### config.mk
export PLATFORM = sky130hd
export DESIGN_NAME = ecg_ram
export DESIGN_NICKNAME = d
export VERILOG_FILES = /design/src/sv/ecg_ram.sv
export SDC_FILE = /design/constraint.sdc
export NUM_CORES = 1
export LEC_CHECK = 0
export ABC_AREA = 1
export BUFFER_PORTS_ARGS = -buffer_cell sky130_fd_sc_hd__buf_2
export CORE_MARGIN = 2
export CORE_UTILIZATION = 56
export DETAILED_ROUTE_END_ITERATION = 10
export PLACE_DENSITY = 0.74
export SLEW_MARGIN = 20
export SYNTH_ARGS = -nofsm -noshare
export SYNTH_HDL_FRONTEND = slang
export SYNTH_SLANG_ARGS = --single-unit
export TNS_END_PERCENT = 30
### constraint.sdc
create_clock -name clk -period 1.1 [get_ports clk]
set_clock_uncertainty 0.15 [all_clocks]
set_input_delay 0.055 -clock clk [delete_from_list [all_inputs] [get_ports clk]]
set_output_delay 0.055 -clock clk [all_outputs]
set_load 0.02 [all_outputs]
### src/sv/ecg_ram.sv
`default_nettype none
module ecg_ram #(
	parameter int WIDTH = 8,
	parameter int DEPTH = 16
) (
	input  wire logic                     clk,
	input  wire logic                     we,
	input  wire logic [$clog2(DEPTH)-1:0] waddr,
	input  wire logic [WIDTH-1:0]         wdata,
	input  wire logic                     re,
	input  wire logic [$clog2(DEPTH)-1:0] raddr_a,
	input  wire logic [$clog2(DEPTH)-1:0] raddr_b,
	output logic      [WIDTH-1:0]         rdata_a,
	output logic      [WIDTH-1:0]         rdata_b
);

	logic [WIDTH-1:0] mem_q [DEPTH];

	always_ff @(posedge clk) begin
		if (we) begin
			mem_q[waddr] <= wdata;
		end
		if (re) begin
			rdata_a <= mem_q[raddr_a];
			rdata_b <= mem_q[raddr_b];
		end
	end

endmodule
`default_nettype wire

Word level (Yosys, flattened, before mapping):

Memory sizes are Yosys's and may differ from the RTL's. A register that Yosys moved wholly into a read port is not among the register bits.
Index checks and enable logic that the tools add are counted.

* multiplexer cells: 2
* add/sub/neg operators: 0
* div/mod/pow operators: 0
* bitwise logic cells: 0
* shift-type cells: 0
* equality and inequality tests: 0
* $lt $le $gt $ge: 0
* multipliers: 0
* reductions and logical operators: 0

Operator list (count)
* $mux 1: 2

* output and inout bits: 16
* RAM bits: 128
* logic and storage cells: 3
* memories kept: 1
* bits in latches: 0
* input bits: 23
* flip-flop bits (word level): 0
* bits in read-only memories: 0

Memories
* mem_q: words 16, bits a word 8, read ports 2, clocked after memory_dff 2, write ports 1, RTL line 17 `logic [WIDTH-1:0] mem_q [DEPTH];`

Longest topological paths before layout:

Gate-level depths: netlist of run 1.

* depth after elaboration: 2
* depth in mapped cells: 7
* gate-level depth less buffers: 6

Worst setup path after synthesis of run 1:

OpenSTA, ideal clock, no wires.

* path type: input to register
* start point: input port waddr[3]
* end point: memory mem_q[4][0], enable pin
* buffers on the path: 0
* library setup time: 0.370 ns
* required time: 0.580 ns
* setup slack: -0.056 ns
* arrival time: 0.636 ns
* stages on the path: 2
* cell sequence: nand3b_1 -> nor2_1

RTL lines
* from (decl): RTL line 8 `input wire logic [$clog2(DEPTH)-1:0] waddr,`
* to (decl): RTL line 17

Straight into the memory's write port.

==> report_table.html, run 1 <==
<table>
<tr><th>Metric</th><th>Value</th></tr>
<tr><th colspan="2">Setup path</th></tr>
<tr><td>Required @ worst endpoint</td><td>1.13 ns</td></tr>
<tr><td>Origin of the worst setup path</td><td>mem_q[1][5]$_DFFE_PP_</td></tr>
<tr><td>CP cell instances</td><td>inv_2, nand2_1, nand3_2, nand3_4, nand3_4, nand2_2</td></tr>
<tr><td>Endpoint type of the worst setup path</td><td>flop</td></tr>
<tr><td>Setup CP Type</td><td>flop to flop</td></tr>
<tr><td>Cell seen most often among critical-path stages</td><td>nand3_4</td></tr>
<tr><td>Crit path DAT</td><td>1.32 ns</td></tr>
<tr><td>Slowest CP cell</td><td>edfxtp_1</td></tr>
<tr><td>FF-to-FF Start</td><td>mem_q[1][5]$_DFFE_PP_</td></tr>
<tr><td>Kind of start point of the critical path</td><td>flop</td></tr>
<tr><td>Highest cell delay on the worst timing path</td><td>0.39 ns</td></tr>
<tr><td>Critical path buffer and inverter count</td><td>1</td></tr>
<tr><td>Largest driver fanout on the critical path</td><td>2</td></tr>
<tr><td>Critical path's top delay family</td><td>simple AND/OR/NAND/NOR gates</td></tr>
<tr><th colspan="2">Floorplan</th></tr>
<tr><td>Core area</td><td>0.0131 mm²</td></tr>
<tr><td>Full die area</td><td>0.0142 mm²</td></tr>
<tr><td>Number of cell rows</td><td>42</td></tr>
<tr><td>Starting Density</td><td>56.7%</td></tr>
<tr><td>Die width</td><td>119 µm</td></tr>
<tr><td>I/O pin cnt</td><td>39</td></tr>
<tr><td>Vertical extent of the die</td><td>119 µm</td></tr>
<tr><th colspan="2">Route</th></tr>
<tr><td>Wire length per cell</td><td>19.2 µm</td></tr>
<tr><td>Wire length after detailed routing</td><td>21600 µm</td></tr>
<tr><td>Remaining design rule violation count</td><td>0</td></tr>
<tr><td>Violation count after the first detailed-routing iteration</td><td>1005</td></tr>
<tr><td>Post-DRT Antenna Nets</td><td>0</td></tr>
<tr><td>First-pass detailed-route iteration total</td><td>6</td></tr>
<tr><td>Via/cell ratio</td><td>5.80</td></tr>
<tr><td>Overall via count from detail_route</td><td>6511</td></tr>
<tr><th colspan="2">Clock tree</th></tr>
<tr><td>Deepest clock path buffer count</td><td>2</td></tr>
<tr><td>Clock-pin slew on the worst setup and hold paths</td><td>0.06 ns</td></tr>
<tr><td>Number of clock sinks</td><td>144</td></tr>
<tr><td>Root cell of the clock tree</td><td>clkbuf_16</td></tr>
<tr><td>Worst-skew pair later-pin latency</td><td>0.43 ns</td></tr>
<tr><td>Total CTS buffers</td><td>17</td></tr>
<tr><td>TritonCTS clock tree</td><td>done</td></tr>
<tr><td>H-tree levels</td><td>4</td></tr>
<tr><th colspan="2">Place</th></tr>
<tr><td>Worst setup timing slack at the placement stage</td><td>-0.341 ns</td></tr>
<tr><td>IO buf count</td><td>38</td></tr>
<tr><td>Placer's final routability congestion estimate</td><td>0.932</td></tr>
<tr><td>Placed Instance Area</td><td>0.00817 mm²</td></tr>
<tr><td>Dpl hpwl</td><td>13900 µm</td></tr>
<tr><th colspan="2">Min path</th></tr>
<tr><td>Hold Crit Start</td><td>raddr_a[3]</td></tr>
<tr><td>Classification of the worst-slack hold path</td><td>input pin to flop</td></tr>
<tr><th colspan="2">Global routing</th></tr>
<tr><td>GRT Util Overall</td><td>31.5%</td></tr>
<tr><td>Maximum number of pins on one net before global-route repair</td><td>43</td></tr>
<tr><td>Sum of overflow across all layers after global routing</td><td>0</td></tr>
<tr><td>Initial antenna violation count</td><td>0</td></tr>
<tr><td>First-pass GRT wire length</td><td>33200 µm</td></tr>
<tr><td>Number of global-route vias before repair</td><td>6076</td></tr>
<tr><th colspan="2">Pwr</th></tr>
<tr><td>Static leakage</td><td>4.18 nW</td></tr>
<tr><td>Power density over the cells</td><td>1470 mW/mm²</td></tr>
<tr><td>Maximum ir drop on the vdd rail</td><td>0.00112 V</td></tr>
<tr><td>Total power after layout</td><td>13.8 mW</td></tr>
<tr><th colspan="2">Cells and area</th></tr>
<tr><td>Growth of design area from synthesis to finish</td><td>27.1%</td></tr>
<tr><td>Fin area</td><td>0.00943 mm²</td></tr>
<tr><td>Most common cell after layout, fill and taps aside</td><td>nand2_1</td></tr>
<tr><td>Highest-count cells in the layout ignoring fill and taps</td><td>nand2_1, edfxtp_1, nand3_1</td></tr>
<tr><td>Net count, final</td><td>958</td></tr>
<tr><td>FILL cells</td><td>920</td></tr>
<tr><td>Layout cell share with drive strength beyond 1</td><td>33.2%</td></tr>
<tr><td>Antenna diode count</td><td>0</td></tr>
<tr><th colspan="2">Synthesis</th></tr>
<tr><td>Largest cells by area after synthesis</td><td>edfxtp_1, nand3_1, nand2_1</td></tr>
<tr><td>Synth area leader</td><td>edfxtp_1</td></tr>
<tr><td>Cells after Synth</td><td>851</td></tr>
<tr><td>Sequential share of the synthesized area</td><td>58.3%</td></tr>
<tr><td>Synth top area share</td><td>58.3%</td></tr>
<tr><td>Post-Synthesis Net Count</td><td>874</td></tr>
<tr><td>Syn_area_per_cell</td><td>8.72 µm²</td></tr>
<tr><td>Number of warning messages in the yosys log</td><td>0</td></tr>
<tr><td>Flip-flop and latch count after synthesis</td><td>144</td></tr>
<tr><td>Distinct cell type count after synthesis</td><td>12</td></tr>
<tr><td>Cell Area, Synth</td><td>0.00742 mm²</td></tr>
<tr><th colspan="2">Timing</th></tr>
<tr><td>Max-slew headroom</td><td>63.2%</td></tr>
<tr><td>Min cycle time layout</td><td>1.29 ns</td></tr>
<tr><td>Smallest hold slack</td><td>0.0676 ns</td></tr>
<tr><td>Slew at the pin closest to its max-slew limit</td><td>0.552 ns</td></tr>
<tr><td>Max-slew violation total from the final report</td><td>0</td></tr>
<tr><td>Setup slack after layout</td><td>-0.191 ns</td></tr>
<tr><td>Final-report hold violation count</td><td>0</td></tr>
<tr><td>Endpoints failing setup</td><td>32</td></tr>
<tr><td>Peak Freq</td><td>775 MHz</td></tr>
<tr><td>Unrepaired setup endpoints after global routing</td><td>true</td></tr>
<tr><td>Final Cycle Share</td><td>117%</td></tr>
<tr><th colspan="2">Run</th></tr>
<tr><td>Max-Cap Viols</td><td>0</td></tr>
<tr><th colspan="2">Run status</th></tr>
<tr><td>Violations in the final reports</td><td>negative setup slack</td></tr>
<tr><td>Status</td><td>complete, but fails checks</td></tr>
</table>
## stage by stage
| stage | instances | TNS, ns | utilization, % |
|---|---|---|---|
| final | 1123 | -3.75 | 72.1 |
| after global routing | 1123 | -4.84 | 72.1 |
| after CTS | 1123 | -3.65 | 69.5 |
| after detailed placement | 1082 | -11.79 | 62.5 |
| after global placement | 1082 | -9.96 | 62.5 |
| after floorplan | 851 | -4.54 | - |
## cell families (layout without fill, tap and decap cells)
logic type / count (synthesis) / after routing / synth area share (%)
simple gates: 521 / 521 / 30.3
buf+inv: 186 / 282 / 11.5
flops: 144 / 144 / 58.3
## report_power, final
group	internal, mW	switching (mW)	total (mW)
clock network	3.74	2.13	5.87
logic	0.611	1.09	1.70
registers	6.21	0.0527	6.26
## worst paths after layout
| check | to | slack, ns | cells after the start |
|---|---|---|---|
| worst max-delay path | rdata_b[5]$_DFFE_PP_ | -0.19 | 6 |
| worst max register to register | rdata_b[5]$_DFFE_PP_ | -0.19 | 6 |
| worst min-delay path | rdata_a[6]$_DFFE_PP_ | 0.07 | 4 |
| worst min register to register | rdata_a[4]$_DFFE_PP_ | 0.62 | 6 |
## timing repair
action	in CTS	in global routing
endpoints found under the hold margin	150	0
endpoints found under the setup margin	32	32
hold buffers	10	0
resized for setup	73	111
pin swaps	33	53
setup buffers	0	0
## worst reg2reg max path: stages (launching register included)
cell and delay (ns):
edfxtp_1 0.39, inv_2 0.09, nand2_1 0.07, nand3_2 0.09
nand3_4 0.10, nand3_4 0.11, nand2_2 0.06
## cell usage after synthesis
library cell,count
buf_6,14
nand2_1,277
nand3b_1,2
inv_2,4
nand3_1,225
buf_2,26
buf_1,1
nor2_1,17
edfxtp_1,144
inv_1,134
clkbuf_1,3
buf_4,4
## cell type report
cell class                      instances  area (µm²)  share of cell area, %
Multi-Input combinational cell        521        2800                   29.6
Sequential cell                       144        4320                   45.9
Clock inverter                         13         170                   1.80
Timing Repair Buffer                  113         972                   10.3
Clock buffer                           18         429                   4.55
Inverter                              138         518                   5.49
Tap cell                              176         220                   2.34
## state kept, by name, summed over array words and instances, names as in the netlist
register and cells:
rdata_b 8, rdata_a 8, mem_q 128
## per-layer routing
layer	wire (µm)	vias to the layer above	GRT usage, %
li1	-	2930	-
met2	9460	481	44.1
met4	846	0	17.0
met1	8750	3027	44.9
met5	0	-	0
met3	2530	73	8.43
No activity file was read; power rests on OpenSTA's default activity.
==> run 2: changes to the inputs <==
Settings changed: CORE_MARGIN 2 to 4.
==> report_table.html, run 2 (synthesized netlist as in run 1, its figures left out) <==
<table>
<tr><th>Metric</th><th>Value</th></tr>
<tr><th colspan="2">Global routing</th></tr>
<tr><td>Number of global-route vias before repair</td><td>6109 (+0.54%)</td></tr>
<tr><td>Most used routing layer</td><td>met2</td></tr>
<tr><td>Met1 usage</td><td>38.1% (-6.9 points)</td></tr>
<tr><td>Met3 track demand over resource</td><td>7.37% (-1.1 points)</td></tr>
<tr><td>Sum of overflow across all layers after global routing</td><td>0 (unchanged)</td></tr>
<tr><td>GRT Util Overall</td><td>28.9% (-2.7 points)</td></tr>
<tr><td>Initial antenna violation count</td><td>0 (unchanged)</td></tr>
<tr><td>Maximum number of pins on one net before global-route repair</td><td>41 (-4.7%)</td></tr>
<tr><td>First-pass GRT wire length</td><td>32400 µm (-2.4%)</td></tr>
<tr><td>Global routing met2 resource utilization</td><td>46.4% (+2.3 points)</td></tr>
<tr><th colspan="2">Min path</th></tr>
<tr><td>Classification of the worst-slack hold path</td><td>input pin to flop</td></tr>
<tr><th colspan="2">Floorplan</th></tr>
<tr><td>Starting Density</td><td>58.1% (+1.4 points)</td></tr>
<tr><td>Vertical extent of the die</td><td>123 µm (+3.4%)</td></tr>
<tr><td>Full die area</td><td>0.0152 mm² (+6.8%)</td></tr>
<tr><td>Number of cell rows</td><td>41 (-2.4%)</td></tr>
<tr><td>Core area</td><td>0.0128 mm² (-2.4%)</td></tr>
<tr><td>Die width</td><td>123 µm (+3.4%)</td></tr>
<tr><td>I/O pin cnt</td><td>39 (unchanged)</td></tr>
<tr><th colspan="2">Setup path</th></tr>
<tr><td>Endpoint type of the worst setup path</td><td>flop</td></tr>
<tr><td>Slowest CP cell</td><td>edfxtp_1</td></tr>
<tr><td>Required @ worst endpoint</td><td>1.13 ns (about the same)</td></tr>
<tr><td>Highest cell delay on the worst timing path</td><td>0.38 ns (about the same)</td></tr>
<tr><td>Critical path buffer and inverter count</td><td>1 (unchanged)</td></tr>
<tr><td>Crit path DAT</td><td>1.31 ns (about the same)</td></tr>
<tr><td>CP cell instances</td><td>inv_2, nand2_1, nand3_1, nand3_2, nand3_4, nand2_1</td></tr>
<tr><td>Cell seen most often among critical-path stages</td><td>nand2_1</td></tr>
<tr><td>Kind of start point of the critical path</td><td>flop</td></tr>
<tr><td>Critical path's top delay family</td><td>simple AND/OR/NAND/NOR gates</td></tr>
<tr><td>Largest driver fanout on the critical path</td><td>2 (unchanged)</td></tr>
<tr><td>Setup CP Type</td><td>flop to flop</td></tr>
<tr><th colspan="2">Place</th></tr>
<tr><td>Placed Instance Area</td><td>0.00812 mm² (-0.61%)</td></tr>
<tr><td>Dpl hpwl</td><td>13900 µm (-0.19%)</td></tr>
<tr><td>Placed Cells incl. Taps</td><td>1077 (-0.46%)</td></tr>
<tr><td>IO buf count</td><td>38 (unchanged)</td></tr>
<tr><td>Placer's final routability congestion estimate</td><td>0.937 (+0.60%)</td></tr>
<tr><th colspan="2">Cells and area</th></tr>
<tr><td>Growth of design area from synthesis to finish</td><td>25.2%</td></tr>
<tr><td>Highest-count cells in the layout ignoring fill and taps</td><td>nand2_1, nand3_1, edfxtp_1</td></tr>
<tr><td>Antenna diode count</td><td>0 (unchanged)</td></tr>
<tr><td>Post-layout utilization of the core</td><td>72.7% (+0.67 points)</td></tr>
<tr><td>FILL cells</td><td>902 (-2.0%)</td></tr>
<tr><td>Register name with the most flops</td><td>mem_q</td></tr>
<tr><td>Top flop regs</td><td>mem_q x128, rdata_a x8, rdata_b x8</td></tr>
<tr><td>Layout cell share with drive strength beyond 1</td><td>29.3% (-3.8 points)</td></tr>
<tr><td>Fin area</td><td>0.00929 mm² (-1.5%)</td></tr>
<tr><td>Largest register FFs</td><td>128 (unchanged)</td></tr>
<tr><td>Net count, final</td><td>958 (unchanged)</td></tr>
<tr><td>Final std cells w/o fill</td><td>1120 (-0.27%)</td></tr>
<tr><td>Most common cell after layout, fill and taps aside</td><td>nand2_1</td></tr>
<tr><th colspan="2">Timing</th></tr>
<tr><td>Min cycle time layout</td><td>1.28 ns (-0.0134 ns)</td></tr>
<tr><td>Unrepaired setup endpoints after global routing</td><td>true</td></tr>
<tr><td>Sum of negative setup slack</td><td>-3.65 ns (+0.0955 ns)</td></tr>
<tr><td>Final Cycle Share</td><td>116% (-1.2 points)</td></tr>
<tr><td>Max-slew violation total from the final report</td><td>0 (unchanged)</td></tr>
<tr><td>Peak Freq</td><td>783 MHz (+1.1%)</td></tr>
<tr><td>Endpoints failing setup</td><td>32 (unchanged)</td></tr>
<tr><td>Max-slew headroom</td><td>72.2% (+9.0 points)</td></tr>
<tr><td>Setup slack after layout</td><td>-0.177 ns (+0.0134 ns)</td></tr>
<tr><td>Final-report hold violation count</td><td>0 (unchanged)</td></tr>
<tr><td>Slew at the pin closest to its max-slew limit</td><td>0.417 ns (-0.135 ns)</td></tr>
<tr><th colspan="2">Pwr</th></tr>
<tr><td>Power density over the cells</td><td>1500 mW/mm² (+2.0%)</td></tr>
<tr><td>Total power after layout</td><td>13.9 mW (+0.47%)</td></tr>
<tr><td>Static leakage</td><td>4.16 nW (-0.32%)</td></tr>
<tr><td>Maximum ir drop on the vdd rail</td><td>0.000976 V (-13%)</td></tr>
<tr><th colspan="2">Run status</th></tr>
<tr><td>Status</td><td>complete, but fails checks</td></tr>
<tr><td>Violations in the final reports</td><td>negative setup slack</td></tr>
<tr><th colspan="2">Route</th></tr>
<tr><td>Post-DRT Antenna Nets</td><td>0 (unchanged)</td></tr>
<tr><td>Violation count after the first detailed-routing iteration</td><td>841 (-16%)</td></tr>
<tr><td>Wire length after detailed routing</td><td>21400 µm (-0.83%)</td></tr>
<tr><td>Remaining design rule violation count</td><td>0 (unchanged)</td></tr>
<tr><td>Overall via count from detail_route</td><td>6442 (-1.1%)</td></tr>
<tr><td>Wire length per cell</td><td>19.1 µm (-0.57%)</td></tr>
<tr><td>First-pass detailed-route iteration total</td><td>6 (unchanged)</td></tr>
<tr><td>Via/cell ratio</td><td>5.75 (-0.79%)</td></tr>
<tr><th colspan="2">Clock tree</th></tr>
<tr><td>Deepest clock path buffer count</td><td>2 (unchanged)</td></tr>
<tr><td>Clock-pin slew on the worst setup and hold paths</td><td>0.06 ns (about the same)</td></tr>
<tr><td>TritonCTS clock tree</td><td>done</td></tr>
<tr><td>Total CTS buffers</td><td>17 (unchanged)</td></tr>
<tr><td>Root cell of the clock tree</td><td>clkbuf_16</td></tr>
<tr><td>Number of clock sinks</td><td>144 (unchanged)</td></tr>
<tr><td>Setup fix buffers added after clock tree synthesis</td><td>0 (unchanged)</td></tr>
<tr><td>Worst-skew pair later-pin latency</td><td>0.43 ns (about the same)</td></tr>
<tr><td>H-tree levels</td><td>4 (unchanged)</td></tr>
<tr><th colspan="2">Run</th></tr>
<tr><td>Max-Cap Viols</td><td>0 (unchanged)</td></tr>
</table>
[run 2: cell count changes in the layout (fill, tap and decap cells not counted), sizes merged]
cell / delta
clkinv: +3
clkinvlp: -3
buf: -1
dlygate4sd3: +1
inv: +1
[run 2: stage by stage]
step / hold slack, ns / worst slack [ns]
2_1_floorplan: 0.00387 / -0.0558
3_3_place_gp: 0.300 / -0.267
3_5_place_dp: 0.309 / -0.295
4_1_cts: 0.0249 / -0.176
5_1_grt: 0.0489 / -0.254
6_report: 0.0504 / -0.177
[run 2: cell type report]
class / instances / area (µm²) / area share [%]
sequential: 144 / 4320 / 46.5
clock inverter: 14 / 189 / 2.03
timing repair buffer: 113 / 950 / 10.2
tap: 172 / 215 / 2.32
clock buffer: 18 / 429 / 4.62
inverter: 138 / 518 / 5.58
multi-input combinational: 521 / 2670 / 28.7
[run 2: path summary, 6_finish.rpt]
path / startpoint / cells past startpoint / slack [ns] / endpoint
max reg2reg: mem_q[7][0]$_DFFE_PP_ / 6 / -0.18 / rdata_b[0]$_DFFE_PP_
min: raddr_a[3] / 4 / 0.05 / rdata_a[7]$_DFFE_PP_
min reg2reg: mem_q[12][0]$_DFFE_PP_ / 6 / 0.63 / rdata_a[0]$_DFFE_PP_
max: mem_q[7][0]$_DFFE_PP_ / 6 / -0.18 / rdata_b[0]$_DFFE_PP_
[run 2: power by group]
part | internal (mW) | switching, mW | leakage, nW
Sequential | 6.21 | 0.0545 | 1.31
Clock | 3.79 | 2.24 | 0.308
Combinational | 0.567 | 1.05 | 2.54
[run 2: tightest hold or removal path, delay by kind of cell]
kind,cells,cell delay [ns]
buffers and inverters,2,0.33
and+or+nand+nor,2,0.14
[run 2: routing by layer]
metal,vias up,part of all wire (%)
met4,0,2.5
li1,2931,-
met1,3027,38
met3,65,11
met2,419,48
met5,-,0
[run 2: what timing repair did]
action,in CTS,in global routing
pin swaps,47,35
hold buffers,11,0
endpoints found under the setup margin,32,32
gates resized for setup,54,94
endpoints found under the hold margin,149,0
==> run 3: changes to the inputs <==
Settings changed: RECOVER_POWER set to 25.
==> report_table.html, run 3 (synthesized netlist as in run 1, its figures left out) <==
<table>
<tr><th>Metric</th><th>Value</th></tr>
<tr><th colspan="2">Run status</th></tr>
<tr><td>Status</td><td>complete, but fails checks</td></tr>
<tr><td>Violations in the final reports</td><td>negative setup slack</td></tr>
<tr><th colspan="2">Setup path</th></tr>
<tr><td>Origin of the worst setup path</td><td>mem_q[2][0]$_DFFE_PP_</td></tr>
<tr><td>CP cell instances</td><td>inv_2, nand2_1, nand3_2, nand3_2, nand3_4, nand2_1</td></tr>
<tr><td>Required @ worst endpoint</td><td>1.13 ns (about the same)</td></tr>
<tr><td>Crit path DAT</td><td>1.32 ns (about the same)</td></tr>
<tr><td>Kind of start point of the critical path</td><td>flop</td></tr>
<tr><td>FF-to-FF Start</td><td>mem_q[2][0]$_DFFE_PP_</td></tr>
<tr><td>Highest cell delay on the worst timing path</td><td>0.37 ns (about the same)</td></tr>
<tr><td>Largest driver fanout on the critical path</td><td>2 (unchanged)</td></tr>
<tr><td>Critical path's top delay family</td><td>simple AND/OR/NAND/NOR gates</td></tr>
<tr><td>Endpoint type of the worst setup path</td><td>flop</td></tr>
<tr><td>Slowest CP cell</td><td>edfxtp_1</td></tr>
<tr><td>Setup CP Type</td><td>flop to flop</td></tr>
<tr><td>Critical path buffer and inverter count</td><td>1 (unchanged)</td></tr>
<tr><th colspan="2">Clock tree</th></tr>
<tr><td>H-tree levels</td><td>4 (unchanged)</td></tr>
<tr><td>Deepest clock path buffer count</td><td>2 (unchanged)</td></tr>
<tr><td>Total CTS buffers</td><td>17 (unchanged)</td></tr>
<tr><td>Worst-skew pair later-pin latency</td><td>0.43 ns (about the same)</td></tr>
<tr><td>Number of clock sinks</td><td>144 (unchanged)</td></tr>
<tr><td>Root cell of the clock tree</td><td>clkbuf_16</td></tr>
<tr><td>Clock-pin slew on the worst setup and hold paths</td><td>0.06 ns (about the same)</td></tr>
<tr><td>TritonCTS clock tree</td><td>done</td></tr>
<tr><th colspan="2">Cells and area</th></tr>
<tr><td>Growth of design area from synthesis to finish</td><td>24.6%</td></tr>
<tr><td>FF/Latch Area</td><td>0.00432 mm² (unchanged)</td></tr>
<tr><td>Final std cells w/o fill</td><td>1120 (unchanged)</td></tr>
<tr><td>Antenna diode count</td><td>0 (unchanged)</td></tr>
<tr><td>Highest-count cells in the layout ignoring fill and taps</td><td>nand2_1, nand3_1, edfxtp_1</td></tr>
<tr><td>Register name with the most flops</td><td>mem_q</td></tr>
<tr><td>Most common cell after layout, fill and taps aside</td><td>nand2_1</td></tr>
<tr><td>Top flop regs</td><td>mem_q x128, rdata_a x8, rdata_b x8</td></tr>
<tr><td>Layout cell share with drive strength beyond 1</td><td>28.1% (-1.3 points)</td></tr>
<tr><td>FILL cells</td><td>915 (+1.4%)</td></tr>
<tr><td>Post-layout utilization of the core</td><td>72.4% (-0.37 points)</td></tr>
<tr><td>Multi-input logic area</td><td>0.00267 mm² (unchanged)</td></tr>
<tr><td>Largest register FFs</td><td>128 (unchanged)</td></tr>
<tr><td>Net count, final</td><td>958 (unchanged)</td></tr>
<tr><th colspan="2">Min path</th></tr>
<tr><td>Hold Crit Start</td><td>raddr_b[3]</td></tr>
<tr><td>Classification of the worst-slack hold path</td><td>input pin to flop</td></tr>
<tr><th colspan="2">Route</th></tr>
<tr><td>Wire length after detailed routing</td><td>21400 µm (-0.21%)</td></tr>
<tr><td>First-pass detailed-route iteration total</td><td>6 (unchanged)</td></tr>
<tr><td>Overall via count from detail_route</td><td>6461 (+0.29%)</td></tr>
<tr><td>Remaining design rule violation count</td><td>0 (unchanged)</td></tr>
<tr><td>Via/cell ratio</td><td>5.77 (+0.29%)</td></tr>
<tr><td>Post-DRT Antenna Nets</td><td>0 (unchanged)</td></tr>
<tr><td>Wire length per cell</td><td>19.1 µm (-0.21%)</td></tr>
<tr><td>Violation count after the first detailed-routing iteration</td><td>853 (+1.4%)</td></tr>
<tr><th colspan="2">Global routing</th></tr>
<tr><td>Number of global-route vias before repair</td><td>6109 (unchanged)</td></tr>
<tr><td>First-pass GRT wire length</td><td>32400 µm (unchanged)</td></tr>
<tr><td>Initial antenna violation count</td><td>0 (unchanged)</td></tr>
<tr><td>GRT Util Overall</td><td>28.9% (unchanged)</td></tr>
<tr><td>Maximum number of pins on one net before global-route repair</td><td>41 (unchanged)</td></tr>
<tr><td>Sum of overflow across all layers after global routing</td><td>0 (unchanged)</td></tr>
<tr><th colspan="2">Floorplan</th></tr>
<tr><td>I/O pin cnt</td><td>39 (unchanged)</td></tr>
<tr><td>Number of cell rows</td><td>41 (unchanged)</td></tr>
<tr><td>Core area</td><td>0.0128 mm² (unchanged)</td></tr>
<tr><td>Starting Density</td><td>58.1% (unchanged)</td></tr>
<tr><td>Die width</td><td>123 µm (unchanged)</td></tr>
<tr><td>Full die area</td><td>0.0152 mm² (unchanged)</td></tr>
<tr><td>Vertical extent of the die</td><td>123 µm (unchanged)</td></tr>
<tr><th colspan="2">Timing</th></tr>
<tr><td>Final-report hold violation count</td><td>0 (unchanged)</td></tr>
<tr><td>Final Cycle Share</td><td>117% (+1.0 points)</td></tr>
<tr><td>Max-slew headroom</td><td>71.9% (-0.24 points)</td></tr>
<tr><td>Setup slack after layout</td><td>-0.188 ns (-0.0112 ns)</td></tr>
<tr><td>Slew at the pin closest to its max-slew limit</td><td>0.420 ns (+0.00362 ns)</td></tr>
<tr><td>Unrepaired setup endpoints after global routing</td><td>true</td></tr>
<tr><td>Endpoints failing setup</td><td>32 (unchanged)</td></tr>
<tr><td>Max-slew violation total from the final report</td><td>0 (unchanged)</td></tr>
<tr><td>Peak Freq</td><td>776 MHz (-0.87%)</td></tr>
<tr><td>Min cycle time layout</td><td>1.29 ns (+0.0112 ns)</td></tr>
<tr><th colspan="2">Place</th></tr>
<tr><td>IO buf count</td><td>38 (unchanged)</td></tr>
<tr><td>Placer's final routability congestion estimate</td><td>0.937 (unchanged)</td></tr>
<tr><td>Placed Cells incl. Taps</td><td>1077 (unchanged)</td></tr>
<tr><td>Worst setup timing slack at the placement stage</td><td>-0.295 ns (unchanged)</td></tr>
<tr><td>Dpl hpwl</td><td>13900 µm (unchanged)</td></tr>
<tr><th colspan="2">Pwr</th></tr>
<tr><td>Total power after layout</td><td>13.9 mW (about the same)</td></tr>
<tr><td>Maximum ir drop on the vdd rail</td><td>0.000977 V (about the same)</td></tr>
<tr><td>Power density over the cells</td><td>1500 mW/mm² (+0.42%)</td></tr>
<tr><td>Static leakage</td><td>4.11 nW (-1.2%)</td></tr>
<tr><th colspan="2">Run</th></tr>
<tr><td>Max-Cap Viols</td><td>0 (unchanged)</td></tr>
</table>
==> run 3: cell types whose count changed in the layout (fill, tap and decap cells not counted) <==
cell / change
clkbuf_2: +6
clkbuf_1: +12
buf_2: -5
buf_4: -13
==> run 3: final timing paths <==
check                                             to  slack [ns]  cells past startpoint
worst max-delay path            rdata_b[0]$_DFFE_PP_       -0.19                      6
worst min-delay path            rdata_b[5]$_DFFE_PP_        0.05                      4
worst max register to register  rdata_b[0]$_DFFE_PP_       -0.19                      6
worst min register to register  rdata_a[0]$_DFFE_PP_        0.63                      6
==> run 3: where the power goes <==
group	leakage, nW	total, mW	internal [mW]	switching (mW)
Clock	0.308	6.02	3.79	2.23
Combinational	2.49	1.61	0.559	1.05
Sequential	1.31	6.26	6.21	0.0542
==> run 3: stage by stage <==
stage               hold slack (ns)  instance area [µm²]  TNS, ns
floorplan                   0.00387                 7420    -4.54
global placement              0.300                 8120   -12.57
detailed placement            0.309                 8120   -18.19
CTS                          0.0249                 9030    -3.37
global route                 0.0489                 9240    -5.06
finish                       0.0480                 9240    -3.58
==> run 3: final cells by class <==
| cell class | count | share of cell area (%) |
|---|---|---|
| Sequential cell | 144 | 46.8 |
| Timing Repair Buffer | 113 | 9.76 |
| Clock inverter | 14 | 2.04 |
| Clock buffer | 18 | 4.64 |
| Inverter | 138 | 5.60 |
| Multi-Input combinational cell | 521 | 28.8 |
| Tap cell | 172 | 2.33 |
==> run 3: routing by layer <==
metal	vias to the layer above	GRT usage, %	wire length (µm)
met3	62	7.37	2450
li1	2936	-	-
met4	0	10.9	542
met2	449	46.4	10200
met1	3014	38.1	8150
met5	-	0	0
==> run 3: repair_timing <==
item	4_1_cts	5_1_grt
pin swaps	47	35
hold buffers	11	0
setup buffers	0	0
setup endpoints to repair	32	32
resized for setup	54	94
endpoints found under the hold margin	149	0
==> run 3: tightest hold or removal path: cells and delay by family <==
| kind | cells | cell delay (ns) |
|---|---|---|
| buffers and inverters | 2 | 0.32 |
| AND/OR/NAND/NOR | 2 | 0.14 |
